$ cat src/rtl/core/pcc_pkg.sv
package pcc_pkg;

    localparam int COORD_WIDTH_DEF   = 32;
    localparam int CORDIC_STAGES_DEF = 24;

    // Field width on the ports.
    localparam int DW = 32;
    // CORDIC x and y width, enough for a Q16.16 length with 32 fraction bits.
    localparam int CW = 50;
    // CORDIC angle width; vectoring can start at +pi and still move.
    localparam int ZW = 34;
    // Width of a value handed to the coordinate clamp.
    localparam int SW = 40;
    // Width of a partial product of the gain correction.
    localparam int PW = 60;

    localparam logic FUNC_TO_CART  = 1'b0;
    localparam logic FUNC_TO_POLAR = 1'b1;

    // Inverse CORDIC gain as a Q0.32 fraction.
    localparam logic [DW-1:0] INV_GAIN    = 32'h9B74_EDA8;
    localparam logic [15:0]   INV_GAIN_HI = INV_GAIN[31:16];
    localparam logic [15:0]   INV_GAIN_LO = INV_GAIN[15:0];

    // atan(2^-i) in binary angle units, a full turn being 2^32.
    localparam logic [DW-1:0] ATAN_TAB [32] = '{
        32'd536870912, 32'd316933406, 32'd167458907, 32'd85004756,
        32'd42667331,  32'd21354465,  32'd10679838,  32'd5340245,
        32'd2670163,   32'd1335087,   32'd667544,    32'd333772,
        32'd166886,    32'd83443,     32'd41722,     32'd20861,
        32'd10430,     32'd5215,      32'd2608,      32'd1304,
        32'd652,       32'd326,       32'd163,       32'd81,
        32'd41,        32'd20,        32'd10,        32'd5,
        32'd3,         32'd1,         32'd1,         32'd0
    };

    // Item as it travels through the rotation stages. In cartesian mode the
    // echo words hold the clamped length and the angle; in polar mode they hold
    // the clamped components.
    typedef struct packed {
        logic                 func;
        logic                 zero;
        logic                 sat;
        logic [DW-1:0]        echo0;
        logic [DW-1:0]        echo1;
        logic signed [CW-1:0] x;
        logic signed [CW-1:0] y;
        logic signed [ZW-1:0] z;
    } cordic_t;

    typedef struct packed {
        logic signed [DW-1:0] x_out;
        logic signed [DW-1:0] y_out;
        logic [DW-1:0]        magnitude_out;
        logic signed [DW-1:0] angle_out;
        logic                 saturated;
    } res_t;

    // Clamps v to the signed range of cw bits. Returns {flag, value}.
    function automatic logic [DW:0] clamp_coord(input logic signed [SW-1:0] v,
                                                input int cw);
        logic signed [SW-1:0] hi;
        logic signed [SW-1:0] lo;
        logic signed [SW-1:0] r;
        logic                 f;
        begin
            hi = (SW'(1) << (cw - 1)) - SW'(1);
            lo = ~hi;
            r  = v;
            f  = 1'b0;
            if (v > hi)
            begin
                r = hi;
                f = 1'b1;
            end
            if (v < lo)
            begin
                r = lo;
                f = 1'b1;
            end
            return {f, r[DW-1:0]};
        end
    endfunction

endpackage

$ cat src/rtl/core/pcc_stage.sv
module pcc_stage #(
    parameter int SHIFT = 0
) (
    input  logic             clk,
    input  logic             rst_n,
    input  logic             en,
    input  logic             in_valid,
    input  pcc_pkg::cordic_t in_data,
    output logic             out_valid,
    output pcc_pkg::cordic_t out_data
);
    import pcc_pkg::*;

    logic                 valid_reg;
    cordic_t              data_reg, data_next;
    logic signed [CW-1:0] xi;
    logic signed [CW-1:0] yi;
    logic signed [ZW-1:0] zi;
    logic signed [ZW-1:0] atan_v;
    logic                 dir_back;

    assign xi     = in_data.x;
    assign yi     = in_data.y;
    assign zi     = in_data.z;
    assign atan_v = {{(ZW-DW){1'b0}}, ATAN_TAB[SHIFT]};
    // Rotation drives the residual angle to zero, vectoring drives y to zero.
    assign dir_back = (in_data.func == FUNC_TO_POLAR) ? yi[CW-1] : ~zi[ZW-1];

    always_comb
    begin
        data_next = in_data;
        if (dir_back)
        begin
            data_next.x = xi - (yi >>> SHIFT);
            data_next.y = yi + (xi >>> SHIFT);
            data_next.z = zi - atan_v;
        end
        else
        begin
            data_next.x = xi + (yi >>> SHIFT);
            data_next.y = yi - (xi >>> SHIFT);
            data_next.z = zi + atan_v;
        end
    end

    always_ff @(posedge clk or negedge rst_n)
    begin
        if (!rst_n)
        begin
            valid_reg <= 1'b0;
        end
        else if (en)
        begin
            valid_reg <= in_valid;
        end
    end

    always_ff @(posedge clk)
    begin
        if (en)
        begin
            data_reg <= data_next;
        end
    end

    assign out_valid = valid_reg;
    assign out_data  = data_reg;

endmodule

$ cat config.mk
export PLATFORM = sky130hd
export DESIGN_NAME = pcc_stage
export DESIGN_NICKNAME = d
export VERILOG_FILES = /design/src/rtl/core/pcc_pkg.sv /design/src/rtl/core/pcc_stage.sv
export SDC_FILE = /design/constraint.sdc
export NUM_CORES = 1
export LEC_CHECK = 0
export BUFFER_PORTS_ARGS = -buffer_cell sky130_fd_sc_hd__buf_2
export CORE_ASPECT_RATIO = 0.7
export CORE_UTILIZATION = 55
export DETAILED_ROUTE_END_ITERATION = 10
export PLACE_DENSITY = 0.95
export SETUP_SLACK_MARGIN = 0.3
export SLEW_MARGIN = 20
export SYNTH_ARGS = -nofsm -noshare
export SYNTH_HDL_FRONTEND = slang
export SYNTH_SLANG_ARGS = --single-unit
$ cat constraint.sdc
create_clock -name clk -period 1.1 [get_ports clk]
set_clock_uncertainty 0.1 [all_clocks]
set_input_delay 0.22 -clock clk [delete_from_list [all_inputs] [get_ports clk]]
set_output_delay 0.22 -clock clk [all_outputs]
set_load 0.03 [all_outputs]
==> results of run 1 <==
-- per-layer routing --
metal,track usage [%],GRT overflow
met2,106,484
met4,98.2,254
met1,88.4,29
met3,84.7,68
met5,62.9,17
-- cell families after synthesis --
logic type                 after synthesis  share of synthesized area, %
adders and majority gates              170                          14.0
xor gates and xnor gates                97                          5.51
and+or+nand+nor                        416                          12.8
muxes                                   15                         0.981
DFF                                    201                          39.1
buffers and inverters                  233                          5.80
AOI/OAI and AO/OA                      538                          21.9
-- through the flow --
stage / TNS [ns] / utilization, % / hold WS [ns] / instance area, sq um
after detailed placement: -192.70 / 84.0 / -0.0815 / 22800
after global placement: -177.72 / 84.0 / -0.0905 / 22800
after floorplan: -122.90 / - / -0.176 / 16500
after CTS: -193.11 / 97.2 / -0.152 / 26400
-- timing repair --
| item | 4_1_cts |
|---|---|
| pin swaps | 132 |
| buffers inserted | 59 |
| resized for setup | 346 |
| cloned | 0 |
| endpoints found under the setup margin | 305 |
| hold buffers | 97 |
| hold endpoints to repair | 98 |
==> flow_metrics.py, run 1 <==
metrics = {
    "grt": {
        "track_usage_pct": 92.9,
        "first_global_vias": 28400,
        "grt_max_degree": 45,
        "grt_pass1_wl_mm": 201,
        "grt_overflow_total": 852,
    },
    "yosys": {
        "yosys.area.top_type": "edfxtp_1",
        "synth_cell_type_count": 79,
        "synthTopCellsByCount": "211 x a21oi_1, 200 x edfxtp_1, 166 x ha_1",
        "synth_most_common_cell": "a21oi_1",
        "netlist.area_leader.share_pct": 38.9,
        "synth-edff-count": 200,
        "syn_inst": 1670,
        "ys_ff_latch": 201,
        "netlist_top_cells_area": "edfxtp_1 39%, ha_1 13%, a21oi_1 6.8%",
        "mappedNetlistNets": 2045,
        "avgSynthCellArea_sq_um": 9.24,
        "ys_async_sr_fraction_pct": 0.498,
        "synth_ff_type": "edfxtp_1",
        "yosysWarningCount": 0,
        "ys_seq_area_share_pct": 39.1,
        "syn_area_sq_um": 15400,
    },
    "floorplanning": {
        "die_w_um": 202,
        "fp-row-count": 50,
        "die_y_um": 142,
        "io_pins": 407,
        "start_util_pct": 56.8,
    },
    "run_status": {
        "outcome": "did not finish",
        "tool.error": "[ERROR GRT-0116] Global routing finished with congestion. Check the congestion regions in the DRC Viewer.",
        "failed_stage": "5_1_grt",
    },
    "cts": {
        "cts_sinks": 201,
        "cts_buffer_depth": 3,
        "cts_made_buffers": 21,
        "htreeDepth": 1,
        "cts_root_buf": "clkbuf_16",
    },
    "place": {
        "dp.cells": 2923,
        "io_buffers": 406,
        "gp_congestion": 1.13,
        "dp_worst_setup_slack_ns": -2.50,
        "hpwl_mm": 56.0,
    },
}
==> inputs of run 2 (changes only) <==
CORE_ASPECT_RATIO = unset   (was 0.7)
CORE_UTILIZATION = 40   (was 55)
PLACE_DENSITY = unset   (was 0.95)
PLACE_DENSITY_LB_ADDON = 0.15   (was unset)
SETUP_SLACK_MARGIN = unset   (was 0.3)
==> flow_metrics.py, run 2 <==
metrics = {
    "routing": {
        "wl_mm": 72.6,
        "via_per_inst": 5.35,
        "post_drt_wl_per_cell_um": 21.4,
        "post-route-drc-count": 0,
        "drt_iter0_drc": 1262,
        "first_pass_iters": 5,
        "vias": 18100,
        "antenna_left": 0,
    },
    "layout": {
        "nFillCells": 2731,
        "layout_commonest_cell": "buf_4",
        "num-nets-final": 3231,
        "largest_register_ffs": 200,
        "final_util_pct": 75.8,
        "layout-drive-gt1-share_pct": 55.3,
        "final_cell_mix": "636 x buf_4, 347 x buf_2, 200 x edfxtp_1, 137 x a21oi_1, 127 x nor2_1",
        "postLayoutCellArea_sq_um": 28700,
        "fin_cells": 3391,
        "area_growth_pct": 85.8,
    },
    "yosys": {
        "ys_async_sr_fraction_pct": 0.498,
        "synth_ff_type": "edfxtp_1",
        "mappedNetlistNets": 2045,
        "syn_inst": 1670,
        "yosysWarningCount": 0,
        "netlist_top_cells_area": "edfxtp_1 39%, ha_1 13%, a21oi_1 6.8%",
        "netlist.area_leader.share_pct": 38.9,
        "yosys.area.top_type": "edfxtp_1",
        "synth_most_common_cell": "a21oi_1",
        "synth_cell_type_count": 79,
        "synthTopCellsByCount": "211 x a21oi_1, 200 x edfxtp_1, 166 x ha_1",
        "syn_area_sq_um": 15400,
        "ys_ff_latch": 201,
        "avgSynthCellArea_sq_um": 9.24,
        "ys_seq_area_share_pct": 39.1,
        "synth-edff-count": 200,
    },
    "cts": {
        "clk_latency_ns": 0.54,
        "cts_sinks": 201,
        "cts_root_buf": "clkbuf_16",
        "cts_buffer_depth": 3,
        "hold_buffers": 102,
        "clk_pin_slew_ns": 0.06,
        "cts_tree": "yes",
        "cts_made_buffers": 24,
        "htreeDepth": 1,
    },
    "timing": {
        "hold_violations": 1,
        "post-route-period-util_pct": 254,
        "setup_ws_ns": -1.70,
        "rsz0062_at_grt": "true",
        "worst_pin_slew_ns": 0.657,
        "fmax_mhz": 358,
        "tns_ns": -189.69,
        "relSlewSlack_pct": 55.8,
        "hold_slack_ns": -0.0250,
        "period_needed_ns": 2.80,
        "setup_viol": 307,
        "maxSlewViolCount": 0,
    },
    "power": {
        "seq_power_share_pct": 29.3,
        "p_leak_nw": 12.9,
        "max-vdd-ir-drop_mv": 1.13,
        "pwr-share-comb_pct": 47.2,
        "swShare_pct": 37.9,
        "powerDensity_nw_per_um2": 1200,
        "power.switching_w": 0.0131,
        "internal_power_w": 0.0214,
        "p_clk_share_pct": 23.4,
    },
    "place": {
        "hpwl_mm": 52.7,
        "dp.cells": 3130,
        "gp_congestion": 0.988,
        "place_area_sq_um": 23400,
        "dp_worst_setup_slack_ns": -2.66,
        "io_buffers": 406,
    },
    "floorplanning": {
        "start_util_pct": 40.8,
        "dieArea_sq_um": 39400,
        "die_y_um": 198,
        "die_w_um": 198,
        "core_area_sq_um": 37800,
        "fp-row-count": 71,
        "io_pins": 407,
    },
    "critical_path": {
        "startpoint_type": "input port",
        "endpoint_kind": "register",
        "cp_slowest_cell": "a2111oi_4",
        "cp.required_ns": 1.30,
        "path_class": "input port to register",
        "slowest_delay_ns": 0.44,
        "arrival_ns": 2.99,
        "cp_cell_sequence": "buf_8 -> ha_1 -> buf_4 -> a2111oi_4 -> a211oi_4 -> o311ai_4 -> a21oi_2 -> o31ai_4 -> buf_6 -> o21a_1 -> o21a_2 -> buf_6 -> o21ai_2 -> a21oi_2 -> xor2_1",
        "crit_fanout": 3,
    },
    "grt": {
        "first_global_vias": 18400,
        "grt_pass1_wl_mm": 105,
        "grt_max_degree": 49,
        "antenna_found_initial": 7,
        "track_usage_pct": 35.0,
        "grt_overflow_total": 0,
    },
    "worst_hold_path": {
        "hold_class": "input port to register",
    },
    "run_status": {
        "outcome": "complete, but fails checks",
        "failed_checks": "hold timing, setup timing",
    },
    "run": {
        "max_cap_viol_count": 0,
    },
}
[run 2: cell counts after synthesis]
Identical to the previous run, type by type.
[run 2: power by group through the flow]
stage	sequential [W]	combinational, W	clock (W)
2_1_floorplan	0.0122	0.00502	0
3_3_place_gp	0.0102	0.0130	0
3_5_place_dp	0.0102	0.0130	0
4_1_cts	0.0101	0.0151	0.00815
5_1_grt	0.0102	0.0171	0.00852
6_report	0.0101	0.0163	0.00809
[run 2: cell type report]
cell class | instances | area, sq um | area share, %
inverter | 162 | 724 | 2.53
multi-input combinational | 1236 | 11200 | 38.9
clock buffer | 28 | 637 | 2.22
timing repair buffer | 1231 | 9330 | 32.5
clock inverter | 16 | 136 | 0.476
sequential | 201 | 6030 | 21.0
tap | 511 | 639 | 2.23
antenna | 6 | 15.0 | 0.0524
[run 2: stage by stage]
stage,hold WS [ns],total power [W]
final,-0.0250,0.0345
after global routing,-0.0240,0.0358
after CTS,-0.0513,0.0333
after detailed placement,-0.100,0.0232
after global placement,-0.104,0.0232
after floorplan,-0.176,0.0172
[run 2: path summary, 6_finish.rpt]
kind,slack (ns),depth (start not counted),from,end
max,-1.70,15,in_data[49],out_data[81]
min,-0.03,2,in_data[30],out_data[30]
max reg2reg,0.18,1,out_valid,out_valid
min reg2reg,0.52,1,out_valid,out_valid
max in group asynchronous,0.30,3,rst_n,out_valid
min in group asynchronous,0.47,3,rst_n,out_valid
[run 2: cells by family (layout without fill, tap and decap cells)]
logic type / Yosys count / count (layout) / synth area share [%]
xor gates and xnor gates: 97 / 97 / 5.51
buffers and inverters: 233 / 1437 / 5.80
and+or+nand+nor: 416 / 416 / 12.8
other: 0 / 6 / 0
muxes: 15 / 15 / 0.981
AOI/OAI and AO/OA: 538 / 538 / 21.9
DFF: 201 / 201 / 39.1
adders and majority gates: 170 / 170 / 14.0
[run 2: repair_timing]
item                                    in CTS  in global routing
endpoints found under the setup margin     304                307
buffers inserted                            93                 49
hold endpoints to repair                   108                  1
pin swaps                                  183                157
resized for setup                          410                189
[run 2: layer usage]
metal,routed length [um],up-vias,part of all wire (%),global-route usage [%]
met5,8,-,0.011,0
met4,3490,2,4.8,16.4
met3,4770,195,6.6,5.44
met2,36000,778,50,62.0
met1,28300,8738,39,41.4
li1,-,8421,-,-
[run 2: critical path: cells and delay by family]
| family | cells | cell delay, ns |
|---|---|---|
| xor+xnor | 1 | 0.09 |
| fa+ha+maj | 1 | 0.21 |
| compound gates | 9 | 1.91 |
| buf+inv | 4 | 0.56 |
Note: power is estimated with default switching activity, not from simulation.
