[src/rtl/core/pcc_pkg.sv]
package pcc_pkg;

    localparam int COORD_WIDTH_DEF   = 32;
    localparam int CORDIC_STAGES_DEF = 24;

    // Field width on the ports.
    localparam int DW = 32;
    // CORDIC x and y width, enough for a Q16.16 length with 32 fraction bits.
    localparam int CW = 50;
    // CORDIC angle width; vectoring can start at +pi and still move.
    localparam int ZW = 34;
    // Width of a value handed to the coordinate clamp.
    localparam int SW = 40;
    // Width of a partial product of the gain correction.
    localparam int PW = 60;

    localparam logic FUNC_TO_CART  = 1'b0;
    localparam logic FUNC_TO_POLAR = 1'b1;

    // Inverse CORDIC gain as a Q0.32 fraction.
    localparam logic [DW-1:0] INV_GAIN    = 32'h9B74_EDA8;
    localparam logic [15:0]   INV_GAIN_HI = INV_GAIN[31:16];
    localparam logic [15:0]   INV_GAIN_LO = INV_GAIN[15:0];

    // atan(2^-i) in binary angle units, a full turn being 2^32.
    localparam logic [DW-1:0] ATAN_TAB [32] = '{
        32'd536870912, 32'd316933406, 32'd167458907, 32'd85004756,
        32'd42667331,  32'd21354465,  32'd10679838,  32'd5340245,
        32'd2670163,   32'd1335087,   32'd667544,    32'd333772,
        32'd166886,    32'd83443,     32'd41722,     32'd20861,
        32'd10430,     32'd5215,      32'd2608,      32'd1304,
        32'd652,       32'd326,       32'd163,       32'd81,
        32'd41,        32'd20,        32'd10,        32'd5,
        32'd3,         32'd1,         32'd1,         32'd0
    };

    // Item as it travels through the rotation stages. In cartesian mode the
    // echo words hold the clamped length and the angle; in polar mode they hold
    // the clamped components.
    typedef struct packed {
        logic                 func;
        logic                 zero;
        logic                 sat;
        logic [DW-1:0]        echo0;
        logic [DW-1:0]        echo1;
        logic signed [CW-1:0] x;
        logic signed [CW-1:0] y;
        logic signed [ZW-1:0] z;
    } cordic_t;

    typedef struct packed {
        logic signed [DW-1:0] x_out;
        logic signed [DW-1:0] y_out;
        logic [DW-1:0]        magnitude_out;
        logic signed [DW-1:0] angle_out;
        logic                 saturated;
    } res_t;

    // Clamps v to the signed range of cw bits. Returns {flag, value}.
    function automatic logic [DW:0] clamp_coord(input logic signed [SW-1:0] v,
                                                input int cw);
        logic signed [SW-1:0] hi;
        logic signed [SW-1:0] lo;
        logic signed [SW-1:0] r;
        logic                 f;
        begin
            hi = (SW'(1) << (cw - 1)) - SW'(1);
            lo = ~hi;
            r  = v;
            f  = 1'b0;
            if (v > hi)
            begin
                r = hi;
                f = 1'b1;
            end
            if (v < lo)
            begin
                r = lo;
                f = 1'b1;
            end
            return {f, r[DW-1:0]};
        end
    endfunction

endpackage

[src/rtl/core/pcc_outbuf.sv]
module pcc_outbuf (
    input  logic          clk,
    input  logic          rst_n,
    input  logic          in_valid,
    input  pcc_pkg::res_t in_data,
    output logic          en,
    output logic          out_valid,
    input  logic          out_ready,
    output pcc_pkg::res_t out_data
);
    import pcc_pkg::*;

    logic out_valid_reg, out_valid_next;
    logic skid_valid_reg, skid_valid_next;
    res_t out_data_reg, out_data_next;
    res_t skid_data_reg, skid_data_next;
    logic take;

    // The pipeline moves whenever the skid entry is free, so at most one
    // result arrives while the output register is stalled.
    assign en   = ~skid_valid_reg;
    assign take = in_valid & en;

    always_comb
    begin
        out_valid_next  = out_valid_reg;
        out_data_next   = out_data_reg;
        skid_valid_next = skid_valid_reg;
        skid_data_next  = skid_data_reg;
        if (!out_valid_reg || out_ready)
        begin
            if (skid_valid_reg)
            begin
                out_valid_next  = 1'b1;
                out_data_next   = skid_data_reg;
                skid_valid_next = 1'b0;
            end
            else
            begin
                out_valid_next = take;
                out_data_next  = in_data;
            end
        end
        else if (take)
        begin
            skid_valid_next = 1'b1;
            skid_data_next  = in_data;
        end
    end

    always_ff @(posedge clk or negedge rst_n)
    begin
        if (!rst_n)
        begin
            out_valid_reg  <= 1'b0;
            skid_valid_reg <= 1'b0;
        end
        else
        begin
            out_valid_reg  <= out_valid_next;
            skid_valid_reg <= skid_valid_next;
        end
    end

    always_ff @(posedge clk)
    begin
        out_data_reg  <= out_data_next;
        skid_data_reg <= skid_data_next;
    end

    assign out_valid = out_valid_reg;
    assign out_data  = out_data_reg;

endmodule

[config.mk]
export PLATFORM = sky130hd
export DESIGN_NAME = pcc_outbuf
export DESIGN_NICKNAME = d
export VERILOG_FILES = /design/src/rtl/core/pcc_pkg.sv /design/src/rtl/core/pcc_outbuf.sv
export SDC_FILE = /design/constraint.sdc
export NUM_CORES = 1
export LEC_CHECK = 0
export BUFFER_PORTS_ARGS = -buffer_cell sky130_fd_sc_hd__buf_2
export CAP_MARGIN = 25
export CORE_ASPECT_RATIO = 0.6
export CORE_MARGIN = 4
export CORE_UTILIZATION = 52
export CTS_BUF_LIST = sky130_fd_sc_hd__clkbuf_8
export DETAILED_ROUTE_END_ITERATION = 16
export PLACE_DENSITY = 0.79
export SYNTH_ARGS = -nofsm -noshare
export SYNTH_HDL_FRONTEND = slang
export SYNTH_SLANG_ARGS = --single-unit
[constraint.sdc]
create_clock -name clk -period 30.8 [get_ports clk]
set_clock_uncertainty 0.2 [all_clocks]
set_input_delay 3.08 -clock clk [delete_from_list [all_inputs] [get_ports clk]]
set_output_delay 3.08 -clock clk [all_outputs]
set_load 0.02 [all_outputs]
-- After elaboration in Yosys (flattened, before gate mapping)
Cells that the tools add are included.
Widths: inputs -> output; s select.
- mux-type cells: 4
- bitwise logic cells: 3
- reduce and logical (&&, ||, !) cells: 4
- operator list (operator ; number):
    $mux 129 ; 1
    $mux 1 ; 3
    $not 1->1 ; 2
    $reduce_and 2->1 ; 1
    $reduce_bool 2->1 ; 1
    $and 1x1->1 ; 1
    $logic_not 1->1 ; 1
    $logic_or 1x1->1 ; 1
- register bits after elaboration: 260
- input bits: 133
- output and inout port bits: 131
- logic and storage cells: 23

-- Logic depth before layout (Yosys ltp)
- depth in word-level cells: 4
- gate-level depth with buffers: 5
- gate-level depth less buffers: 2

-- Least setup slack after synthesis
Ideal clock, no wire load.
- kind: input port to flip-flop
- start: input out_ready
- end: register skid_data_reg[0] (netlist bit) (enable)
- library setup time: 801 ps
- arrival time: 15963 ps
- data required time: 29799 ps
- setup slack: 13836 ps
- stages: 2
- buffers on the path: 0
- cells stage by stage: nand2b_1 nor3b_1
- cells in the longest elaborated chain, start to end: 3
- ends and longest elaborated chain (what ; line ; source):
    from (decl) ; pcc_outbuf.sv:8 ; input logic out_ready,
    $logic_or 1x1->1 ; pcc_outbuf.sv:30 ; if (!out_valid_reg || out_ready)
    $not 1->1 (no line) ; -- ;
    $reduce_and 2->1 (no line) ; -- ;
    to (signal assigned) ; pcc_outbuf.sv:68 ; skid_data_reg <= skid_data_next;
    to (decl) ; pcc_outbuf.sv:16 ; res_t skid_data_reg, skid_data_next;
No other way between the ends.
A chain may end at the register's enable or synchronous reset.

-- Worst setup path in the final report
- start: input out_ready
- end: register skid_data_reg[59] (netlist bit) (enable)
The elaborated chain is that of the path after synthesis.

==> impl_metrics.xml <==
<?xml version="1.0" encoding="UTF-8"?>
<metrics>
  <group name="run_status">
    <metric name="run_status" unit="">completed</metric>
  </group>
  <group name="clock_network">
    <metric name="postCtsSetupBuffers" unit="">0</metric>
    <metric name="cts_made_buffers" unit="">38</metric>
    <metric name="tritoncts" unit="">built</metric>
    <metric name="clock_tree.htree_level_count" unit="">2</metric>
    <metric name="clkLatencyLatePin" unit="ns">0.50</metric>
    <metric name="clock-sinks" unit="">260</metric>
    <metric name="postCtsHoldBufs" unit="">0</metric>
    <metric name="cts.clk_slew.worst_paths" unit="ns">0.06</metric>
    <metric name="cts_root_buf" unit="">clkbuf_8</metric>
    <metric name="clock_tree.buffer_depth" unit="">3</metric>
    <metric name="cts_resized" unit="">0</metric>
  </group>
  <group name="critical_path">
    <metric name="worst-path-buf-inv" unit="">3</metric>
    <metric name="critPathKind" unit="">in -&gt; reg</metric>
    <metric name="critical_path_required" unit="ns">30.71</metric>
    <metric name="crit_family" unit="">buffers and inverters</metric>
    <metric name="crit_path_max_fanout" unit="">70</metric>
    <metric name="timing.critical_path.to_type" unit="">flop</metric>
    <metric name="critical_path.max_stage_delay" unit="ns">0.83</metric>
    <metric name="worst_path_most_repeated_cell" unit="">buf_4</metric>
    <metric name="type_of_element_launching_the_critical_path" unit="">input pin</metric>
    <metric name="arrival" unit="ns">5.63</metric>
    <metric name="critical_path_cell_list" unit="">buf_2 -&gt; nand2b_4 -&gt; nor3b_2 -&gt; buf_4 -&gt; buf_4</metric>
    <metric name="critical_path.slowest_cell" unit="">buf_4</metric>
  </group>
  <group name="sta">
    <metric name="max_slew.worst_pin.slew" unit="ns">1.01</metric>
    <metric name="max-slew-margin-rel" unit="">0.330</metric>
    <metric name="final-hold-violation-count" unit="">0</metric>
    <metric name="fin_setup_tns" unit="ns">0</metric>
    <metric name="min_period" unit="ns">5.72</metric>
    <metric name="rsz0062_at_grt" unit="">false</metric>
    <metric name="holdWs" unit="ns">0.344</metric>
    <metric name="final_max_slew_viol_count" unit="">0</metric>
    <metric name="period_utilization_post_route" unit="">0.186</metric>
    <metric name="setup_viol" unit="">0</metric>
    <metric name="fmax" unit="MHz">175</metric>
  </group>
  <group name="power">
    <metric name="power.switching" unit="uW">180</metric>
    <metric name="pwr-share-seq" unit="">0.556</metric>
    <metric name="share_clk_of_total_power" unit="">0.326</metric>
    <metric name="ir_drop" unit="uV">43.0</metric>
    <metric name="power.density" unit="nW/um^2">64.3</metric>
    <metric name="total_leakage_power" unit="uW">0.00476</metric>
    <metric name="cell_internal_pwr" unit="uW">588</metric>
    <metric name="part_of_the_power_in_combinational_logic" unit="">0.118</metric>
    <metric name="power" unit="uW">768</metric>
    <metric name="power.switching_fraction" unit="">0.235</metric>
  </group>
  <group name="drt">
    <metric name="final_antenna_net_count" unit="">0</metric>
    <metric name="detailed_routing_iteration_count_for_the_pre_antenna_repair_pass" unit="">4</metric>
    <metric name="viasPerCell" unit="">5.08</metric>
    <metric name="route.vias.total" unit="">4920</metric>
    <metric name="routed_wire_length_per_instance" unit="um">19.9</metric>
    <metric name="initialDrtViolationCount" unit="">333</metric>
    <metric name="routed_wirelength" unit="mm">19.3</metric>
    <metric name="drc_errors" unit="">0</metric>
  </group>
  <group name="global_route">
    <metric name="globalRoute.totalOverflow" unit="">0</metric>
    <metric name="grt_first_pass_wirelength" unit="mm">28.9</metric>
    <metric name="grt_use_met3" unit="">0.0644</metric>
    <metric name="globalRoute.busiestLayer" unit="">met2</metric>
    <metric name="number_of_antenna_violations_at_the_first_check_in_global_routing" unit="">2</metric>
    <metric name="grt_usage" unit="">0.177</metric>
    <metric name="largest_net_degree_at_the_start_of_global_routing" unit="">74</metric>
    <metric name="first_global_vias" unit="">5222</metric>
    <metric name="globalRouteMet1Util" unit="">0.247</metric>
    <metric name="gr-usage-met2" unit="">0.271</metric>
  </group>
  <group name="final_layout">
    <metric name="area_occupied_by_registers" unit="sq um">7800</metric>
    <metric name="area_delta_synth_final" unit="%">23.1</metric>
    <metric name="n_antenna_cell" unit="">0</metric>
    <metric name="fin_util" unit="">0.656</metric>
    <metric name="final_cell_mix" unit="">buf_2, edfxtp_1, mux2_4</metric>
    <metric name="final_nets" unit="">837</metric>
    <metric name="layout.cells.most_common" unit="">buf_2</metric>
    <metric name="multi_input_comb_area" unit="sq um">1780</metric>
    <metric name="nFillCells" unit="">1242</metric>
    <metric name="drive_gt1_frac" unit="">0.609</metric>
  </group>
  <group name="floorplanning">
    <metric name="top_level_ports" unit="">264</metric>
    <metric name="placementRows" unit="">38</metric>
    <metric name="design.die.area" unit="sq um">21000</metric>
    <metric name="start_util" unit="">0.533</metric>
    <metric name="core_region_area" unit="sq um">18200</metric>
    <metric name="die_x" unit="um">184</metric>
    <metric name="die_extent_in_y" unit="um">114</metric>
  </group>
  <group name="yosys">
    <metric name="postSynthCellCount" unit="">410</metric>
    <metric name="syn_avg_cell_area" unit="sq um">23.7</metric>
    <metric name="yosysWarnings" unit="">0</metric>
    <metric name="yosysSeqAreaShare" unit="">0.803</metric>
    <metric name="syn_area" unit="sq um">9710</metric>
    <metric name="synthDistinctLibCells" unit="">11</metric>
    <metric name="postSynthNetCount" unit="">543</metric>
    <metric name="yosys_register_bits" unit="">260</metric>
  </group>
  <group name="flow_run">
    <metric name="max_cap_violations" unit="">0</metric>
  </group>
  <group name="placed_design">
    <metric name="post-dp-hpwl" unit="mm">13.1</metric>
    <metric name="numPortBuffers" unit="">263</metric>
    <metric name="rd_place_congestion" unit="">0.835</metric>
  </group>
  <group name="worst_hold_path">
    <metric name="timing.hold.worst.class" unit="">reg -&gt; reg</metric>
  </group>
</metrics>
path summary, 6_finish.rpt:
kind,startpoint,endpoint,slack [ns],cells past startpoint
setup / recovery,out_ready,skid_data_reg[59]$_DFFE_PP_,25.08,5
hold / removal,skid_data_reg[58]$_DFFE_PP_,out_data[58]$_DFFE_PP_,0.34,1
setup reg to reg,out_valid$_DFFE_PN0P_,skid_data_reg[59]$_DFFE_PP_,27.43,4
hold reg to reg,skid_data_reg[58]$_DFFE_PP_,out_data[58]$_DFFE_PP_,0.34,1
max in group asynchronous,rst_n,skid_valid_reg$_DFFE_PN0P_,28.13,1
min in group asynchronous,rst_n,out_valid$_DFFE_PN0P_,2.17,1
per-stage QoR:
stage                     instances  setup slack, ns  instance area [sq um]
after global placement          903            24.65                  11200
after global routing            969            24.86                  11900
after detailed placement        903            24.52                  11200
after CTS                       968            25.04                  11900
final                           969            25.08                  11900
after floorplan                 410            13.84                   9710
cell families after synthesis:
logic type / count (synthesis) / share of synthesized area
muxes: 129 / 0.179
DFF: 260 / 0.803
buffers and inverters: 16 / 0.0146
and+or+nand+nor: 5 / 0.00258
power by group through the flow:
stage	Combinational (uW)	Sequential, uW	Clock, uW
after CTS	91.5	427	258
after global routing	96.2	429	276
after detailed placement	91.3	434	0
after global placement	88.7	433	0
after floorplan	35.6	459	0
final	90.3	427	251
per-layer routing:
metal	vias up	part of all wire
li1	2225	-
met1	2395	0.43
met2	262	0.44
met3	34	0.11
met4	4	0.013
met5	-	0.0014
synth_stat cells, drive strengths merged:
library cell  instances  share of area
edfxtp              258           0.80
nor3b                 1        0.00077
inv                   1        0.00039
mux2                129           0.18
nand2                 1        0.00039
nand2b                1        0.00064
buf                  15          0.014
nor2                  2        0.00077
dfrtp                 2         0.0052
layout make-up:
class / instances / area share
Clock buffer: 41 / 0.0472
Clock inverter: 24 / 0.00984
Inverter: 1 / 0.000314
Multi-Input combinational cell: 134 / 0.149
Sequential cell: 260 / 0.653
Tap cell: 240 / 0.0251
Timing Repair Buffer: 269 / 0.116
Note: power is estimated with default switching activity, not from simulation.
