### src/rtl/core/pcc_pkg.sv
package pcc_pkg;

    localparam int COORD_WIDTH_DEF   = 32;
    localparam int CORDIC_STAGES_DEF = 24;

    // Field width on the ports.
    localparam int DW = 32;
    // CORDIC x and y width, enough for a Q16.16 length with 32 fraction bits.
    localparam int CW = 50;
    // CORDIC angle width; vectoring can start at +pi and still move.
    localparam int ZW = 34;
    // Width of a value handed to the coordinate clamp.
    localparam int SW = 40;
    // Width of a partial product of the gain correction.
    localparam int PW = 60;

    localparam logic FUNC_TO_CART  = 1'b0;
    localparam logic FUNC_TO_POLAR = 1'b1;

    // Inverse CORDIC gain as a Q0.32 fraction.
    localparam logic [DW-1:0] INV_GAIN    = 32'h9B74_EDA8;
    localparam logic [15:0]   INV_GAIN_HI = INV_GAIN[31:16];
    localparam logic [15:0]   INV_GAIN_LO = INV_GAIN[15:0];

    // atan(2^-i) in binary angle units, a full turn being 2^32.
    localparam logic [DW-1:0] ATAN_TAB [32] = '{
        32'd536870912, 32'd316933406, 32'd167458907, 32'd85004756,
        32'd42667331,  32'd21354465,  32'd10679838,  32'd5340245,
        32'd2670163,   32'd1335087,   32'd667544,    32'd333772,
        32'd166886,    32'd83443,     32'd41722,     32'd20861,
        32'd10430,     32'd5215,      32'd2608,      32'd1304,
        32'd652,       32'd326,       32'd163,       32'd81,
        32'd41,        32'd20,        32'd10,        32'd5,
        32'd3,         32'd1,         32'd1,         32'd0
    };

    // Item as it travels through the rotation stages. In cartesian mode the
    // echo words hold the clamped length and the angle; in polar mode they hold
    // the clamped components.
    typedef struct packed {
        logic                 func;
        logic                 zero;
        logic                 sat;
        logic [DW-1:0]        echo0;
        logic [DW-1:0]        echo1;
        logic signed [CW-1:0] x;
        logic signed [CW-1:0] y;
        logic signed [ZW-1:0] z;
    } cordic_t;

    typedef struct packed {
        logic signed [DW-1:0] x_out;
        logic signed [DW-1:0] y_out;
        logic [DW-1:0]        magnitude_out;
        logic signed [DW-1:0] angle_out;
        logic                 saturated;
    } res_t;

    // Clamps v to the signed range of cw bits. Returns {flag, value}.
    function automatic logic [DW:0] clamp_coord(input logic signed [SW-1:0] v,
                                                input int cw);
        logic signed [SW-1:0] hi;
        logic signed [SW-1:0] lo;
        logic signed [SW-1:0] r;
        logic                 f;
        begin
            hi = (SW'(1) << (cw - 1)) - SW'(1);
            lo = ~hi;
            r  = v;
            f  = 1'b0;
            if (v > hi)
            begin
                r = hi;
                f = 1'b1;
            end
            if (v < lo)
            begin
                r = lo;
                f = 1'b1;
            end
            return {f, r[DW-1:0]};
        end
    endfunction

endpackage

### src/rtl/core/pcc_post.sv
module pcc_post #(
    parameter int COORD_WIDTH = pcc_pkg::COORD_WIDTH_DEF
) (
    input  logic             clk,
    input  logic             rst_n,
    input  logic             en,
    input  logic             in_valid,
    input  pcc_pkg::cordic_t in_data,
    output logic             out_valid,
    output pcc_pkg::res_t    out_data
);
    import pcc_pkg::*;

    localparam int CW_EFF = (COORD_WIDTH < DW) ? COORD_WIDTH : DW;
    localparam int RW     = CW - 16;
    localparam int MX     = PW - 16;
    localparam int MAGW   = PW + 1 - 24;

    // First stage: rounding and clamping of the rotated components, and the
    // two partial products of the gain correction on the vector length.
    logic                 valid_reg;
    logic                 func_reg;
    logic                 zero_reg;
    logic                 sat_reg, sat_next;
    logic [DW-1:0]        echo0_reg;
    logic [DW-1:0]        echo1_reg;
    logic [DW-1:0]        cx_reg;
    logic [DW-1:0]        cy_reg;
    logic [PW-1:0]        pa_reg, pa_next;
    logic [PW-1:0]        pb_reg, pb_next;
    logic [DW-1:0]        z_reg;
    logic signed [CW-1:0] xr_sum;
    logic signed [CW-1:0] yr_sum;
    logic [DW:0]          cx;
    logic [DW:0]          cy;
    logic [MX-1:0]        ux;

    assign xr_sum = in_data.x + (CW'(1) << 15);
    assign yr_sum = in_data.y + (CW'(1) << 15);
    assign cx = clamp_coord({{(SW-RW){xr_sum[CW-1]}}, xr_sum[CW-1:16]}, CW_EFF);
    assign cy = clamp_coord({{(SW-RW){yr_sum[CW-1]}}, yr_sum[CW-1:16]}, CW_EFF);
    // After vectoring x is never negative and stays well inside MX bits.
    assign ux      = in_data.x[MX-1:0];
    assign pa_next = PW'(ux) * PW'(INV_GAIN_HI);
    assign pb_next = PW'(ux) * PW'(INV_GAIN_LO);
    assign sat_next = in_data.sat | ((in_data.func == FUNC_TO_CART) & (cx[DW] | cy[DW]));

    always_ff @(posedge clk or negedge rst_n)
    begin
        if (!rst_n)
        begin
            valid_reg <= 1'b0;
        end
        else if (en)
        begin
            valid_reg <= in_valid;
        end
    end

    always_ff @(posedge clk)
    begin
        if (en)
        begin
            func_reg  <= in_data.func;
            zero_reg  <= in_data.zero;
            sat_reg   <= sat_next;
            echo0_reg <= in_data.echo0;
            echo1_reg <= in_data.echo1;
            cx_reg    <= cx[DW-1:0];
            cy_reg    <= cy[DW-1:0];
            pa_reg    <= pa_next;
            pb_reg    <= pb_next;
            z_reg     <= in_data.z[DW-1:0];
        end
    end

    // Second half: sum of the partial products, rounding and result select.
    logic [PW:0]     psum;
    logic [MAGW-1:0] mag;
    logic            mag_ovf;

    assign psum    = (PW+1)'(pa_reg) + (PW+1)'(pb_reg[PW-1:16]) + ((PW+1)'(1) << 23);
    assign mag     = psum[PW:24];
    assign mag_ovf = |mag[MAGW-1:DW];

    always_comb
    begin
        out_data = '0;
        if (func_reg == FUNC_TO_CART)
        begin
            out_data.x_out         = cx_reg;
            out_data.y_out         = cy_reg;
            out_data.magnitude_out = echo0_reg;
            out_data.angle_out     = echo1_reg;
            out_data.saturated     = sat_reg;
        end
        else
        begin
            out_data.x_out = echo0_reg;
            out_data.y_out = echo1_reg;
            if (zero_reg)
            begin
                out_data.magnitude_out = '0;
                out_data.angle_out     = '0;
                out_data.saturated     = sat_reg;
            end
            else
            begin
                out_data.magnitude_out = mag_ovf ? '1 : mag[DW-1:0];
                out_data.angle_out     = z_reg;
                out_data.saturated     = sat_reg | mag_ovf;
            end
        end
    end

    assign out_valid = valid_reg;

endmodule

### config.mk
export PLATFORM = sky130hd
export DESIGN_NAME = pcc_post
export DESIGN_NICKNAME = d
export VERILOG_FILES = /design/src/rtl/core/pcc_pkg.sv /design/src/rtl/core/pcc_post.sv
export SDC_FILE = /design/constraint.sdc
export NUM_CORES = 2
export LEC_CHECK = 0
export BUFFER_PORTS_ARGS = -buffer_cell sky130_fd_sc_hd__clkbuf_2
export CAP_MARGIN = 20
export CORE_UTILIZATION = 25
export CTS_CLUSTER_DIAMETER = 30
export DETAILED_ROUTE_END_ITERATION = 7
export SLEW_MARGIN = 5
export SYNTH_ARGS = -nofsm -noshare
export SYNTH_HDL_FRONTEND = slang
export SYNTH_SLANG_ARGS = --single-unit
### constraint.sdc
create_clock -name clk -period 7.2 [get_ports clk]
set_input_delay 0.36 -clock clk [delete_from_list [all_inputs] [get_ports clk]]
set_output_delay 0.36 -clock clk [all_outputs]
set_load 0.03 [all_outputs]
Word-level counts from Yosys, hierarchy flattened
Index checks and enable logic that the tools add are counted.

word-level totals
  register bits after elaboration = 279
  bits of input ports = 205
  output and inout port bits = 130
  word-level logic and storage cells = 36

cells by class
  add/subtract/negate cells = 4
  $mul = 2
  magnitude comparators = 4
  multiplexer cells = 9
  bitwise operators = 5
  reduce and logical (&&, ||, !) cells = 1

operators by type and width
  cell                    number
  $mux 129                1
  $add 50x17->50 const B  2
  $mux 32                 3
  $gt 34x32->1 const B    2
  $lt 34x32->1 const B    2
  $mux 65                 1
  $add 60x44->61          1
  $add 61x24->61 const B  1
  $mul 44x14->58 const B  1
  $mul 44x13->57 const B  1
  $reduce_or 5->1         1
  $mux 1                  4
  $or 1x1->1              3
  $and 1x1->1             1
  $not 1->1               1

Depth between registers and ports, before layout
  depth after elaboration = 7
  mapped depth = 24
  gate-level depth less buffers = 23

Least setup slack after synthesis
Ideal clock, no wire load.

  path kind = input-to-reg
  start point = input in_data[92] in the netlist's numbering
  end point = register pa_reg[58] (data pin)
  setup time = 0.263 ns
  arrival time = 5.794 ns
  required time = 6.937 ns
  path slack = 1.143 ns
  stages = 22
  buffers on the path = 0
  path through = inv_1 fa_1 inv_1 ha_1 inv_1 fa_1 inv_1 fa_1 fa_1 inv_1 fa_1 inv_1 ha_1 nand4_1 or2_2 o22ai_1 a41oi_2 o22ai_1 a311oi_2 o31ai_1 a311oi_1 xnor2_1

between the ends
  word-level cells in the longest chain between the ends = 1

ends and longest elaborated chain
  element                line            source
  start, declared        pcc_post.sv:8   input pcc_pkg::cordic_t in_data,
  $mul 44x14->58         pcc_post.sv:44  assign pa_next = PW'(ux) * PW'(INV_GAIN_HI);
  named net pa_next[58]  pcc_post.sv:29  logic [PW-1:0] pa_reg, pa_next;
  end signal, assigned   pcc_post.sv:71  pa_reg <= pa_next;
  end, declared          pcc_post.sv:29

The timed path passes the listed nets, and every way through them passes these cells.
A chain may end at the register's enable or synchronous reset.

Worst setup path in the final report
  start point = input in_data[99] in the netlist's numbering
  end point = register pa_reg[57] (data pin)

Same word-level chain as after synthesis.

==> summary.md <==
The maximum count of clock buffers along a single path is 3. The count of nets after finishing is 4821. The post-CTS setup repair buffer count is 0. The sequential-to-total area share from yosys stat is 0.232, and the number of violations of the max-capacitance limit is 0. For this run, the top clock speed supported by timing is 158 MHz.

After technology mapping, the gate count stands at 3222. The filler-free cell count of the finished design was 5522. For this run, the number of Yosys warnings is 0. At the end of routability-driven placement, the weighted congestion stood at 0.955. From synthesis to final layout, the design area changed by 20.1%. The clock tree synthesis step divided the H-tree into 2 levels. Initial cell density of the core: 0.252. After legalization and detailed placement, the total HPWL measured 89.2 mm. Of all nets on the critical path, the largest fanout is 7. The critical path in this run is classified as input port to flip-flop. Slowest cell on the critical path: fa_1.

The flip-flop count of the largest register, all copies and words added is 55, and the final standard cell area without fillers is 41100 um^2. The hold violation count in the final report was 0; the distinct cell type count after synthesis was 72. After synthesis the cells add up to 34200 um^2.

The initial antenna violation count is 6. The global-route wire length before repair was 157 mm. The number of max-slew violations in the final report is 0, and the count of state elements after synthesis is 264. The detail-routed via count per cell is 4.58, and the total track usage is 0.150. STA classifies the critical path startpoint as an input port.

The tools report the endpoint type of the worst setup path as a flip-flop. The pin slew with the least headroom to its limit works out to 1080 ps. The post-synthesis average cell area is 10.6 um^2. The number of I/O pins was 335.

Once placement completed, the tool counted placed cells totaling 5323. The die covers 138000 um^2. Setup repair after global routing left no endpoint under its margin. In this run the horizontal extent of the chip is 372 um. For this run, design rule violations remaining after detail routing come to 0. The largest single stage delay on the critical path is 640 ps. The number of enable-type register cells in the synthesized netlist works out to 263.

TritonCTS built the clock tree. The logs give 1615 for the initial DRC count and 0 for the antenna violation net count after detailed routing. Buffer cell driving the clock tree root: clkbuf_16. In the synthesized netlist the dominant register cell turns out to be edfxtp_1. Counting stages on the worst path, the most repeated cell is fa_1. The worst slew margin relative to its limit is 0.281, and the total CTS buffers is 52. The post-synthesis async set-or-reset flop share works out to 0.00379. The cell family contributing the most delay on the critical path was adder cells. Dividing the detail-routed wire length by the instance count gives 19.0 um. The run finished with clean final reports. Entering global routing, the biggest net connects 139 pins. At the worst endpoint, the arrival time is 6670 ps. After clock tree synthesis, the clock-pin slew on the worst setup and hold paths is 60 ps.

After detailed routing, the total wire length is 105 mm. In this run the standard cell core region covers 136000 um^2. The number of nets handed over by synthesis was 4348.

The shortest period the worst path allows was 6340 ps. The initialized floorplan defines 135 standard-cell rows. The tools report the setup skew after layout as 0 ps. Walking the worst path, the cells encountered are clkbuf_2 -> inv_1 -> fa_1 -> inv_1 -> ha_1 -> fa_1 -> fa_1 -> fa_1 -> fa_1 -> ha_1 -> nand4_1 -> nor3_1 -> a41oi_1 -> buf_4 -> o211ai_1 -> a31oi_1 -> buf_4 -> o21ai_0 -> a21oi_1 -> xnor2_1. Setup violations remaining at the end of the flow were counted as 0.

The run gives 7530 ps as the required time reported for the critical path endpoint. Fraction of final layout cells with drive strength greater than 1: 0.149. The sink count of the clock tree is 264. After routing, the total negative slack on setup checks comes to 0 ps.

In this run the cell area measured after placement is 38300 um^2. The first detailed-routing pass ran for 7 iterations. Together, buffers and inverters on the worst path number 5. Clock latency on the worst-skew pair: 580 ps. For the number of global-route vias before repair, the log shows 26200. The via total after detailed routing came out at 25300.

Summed over all layers, the global routing overflow is 0. The count of buffers inserted at the top-level ports was 317; the portion of the clock cycle consumed by the worst path in the final layout was 0.881. The height of the die is 372 um. The worst hold path belongs to the class input port to flip-flop.
through the flow:
step / utilization / hold slack [ps] / worst slack [ps]
floorplan: - / 64.4 / 1140
global placement: 0.282 / 136 / 281
detailed placement: 0.283 / 142 / 299
CTS: 0.303 / 22.6 / 915
global route: 0.303 / 38.7 / 501
finish: 0.303 / 65.7 / 857
final cells by class:
class,instances,area [um^2]
Clock buffer,59,1330
Fill cell,13900,94600
Inverter,751,2820
Sequential cell,264,7920
Clock inverter,36,430
Multi-Input combinational cell,2149,23300
Timing Repair Buffer,477,3070
Tap cell,1781,2230
Antenna cell,5,12.5
Yosys cell counts (50+ instances only):
| cell | n | share of area |
|---|---|---|
| edfxtp_1 | 263 | 0.23 |
| nand2_1 | 125 | 0.014 |
| ha_1 | 442 | 0.16 |
| nand3_1 | 50 | 0.0073 |
| fa_1 | 479 | 0.28 |
| a21oi_1 | 179 | 0.026 |
| nor2_1 | 94 | 0.010 |
| xnor2_1 | 124 | 0.032 |
| o21ai_0 | 65 | 0.0095 |
| mux2_2 | 66 | 0.022 |
| a21o_1 | 61 | 0.013 |
| xor2_1 | 66 | 0.017 |
| inv_1 | 749 | 0.082 |
logic make-up (layout without fill, tap and decap cells):
kind of cell | Yosys count | in the layout | synth area share
buffers and inverters | 809 | 1323 | 0.0891
adder cells (fa/ha/maj) | 921 | 921 | 0.442
AND/OR/NAND/NOR | 444 | 444 | 0.0648
other | 0 | 5 | 0
AO/OA/AOI/OAI | 528 | 528 | 0.102
XOR/XNOR | 190 | 190 | 0.0486
multiplexers | 66 | 66 | 0.0217
flip-flops | 264 | 264 | 0.232
final timing paths:
check,start,slack (ps),end,cells after the start
worst min-delay path,in_data[198],70,sat_reg,2
max in group asynchronous,rst_n,7010,out_valid,2
worst min register to register,out_valid,520,out_valid,1
min in group asynchronous,rst_n,100,out_valid,2
worst max register to register,out_valid,6450,out_valid,1
worst max-delay path,in_data[99],860,pa_reg[57],20
metal layers:
layer,vias up,global-route usage,share of wire
met5,-,0,0.00051
met4,8,0.0465,0.029
met3,149,0.0185,0.056
met2,821,0.253,0.48
met1,12600,0.197,0.43
li1,11700,-,-
what timing repair did:
action,CTS,global route
endpoints found under the hold margin,99,0
hold buffers,99,0
resized for setup,0,0
layout by cell type, fill, tap and decap left out, types with 38 or more instances in the layout:
cell,n
edfxtp_1,263
clkbuf_2,316
xnor2_1,124
buf_4,58
fa_1,479
a21oi_1,179
inv_1,749
dlygate4sd3_1,99
nand4_1,38
clkbuf_16,52
o21ai_0,65
a21o_1,61
xor2_1,66
nand2_1,125
mux2_2,66
ha_1,442
nand3_1,50
nor2_1,93
Power is not shown: default switching activity piles up to over one toggle a cycle in this logic, so the estimate is an artifact.
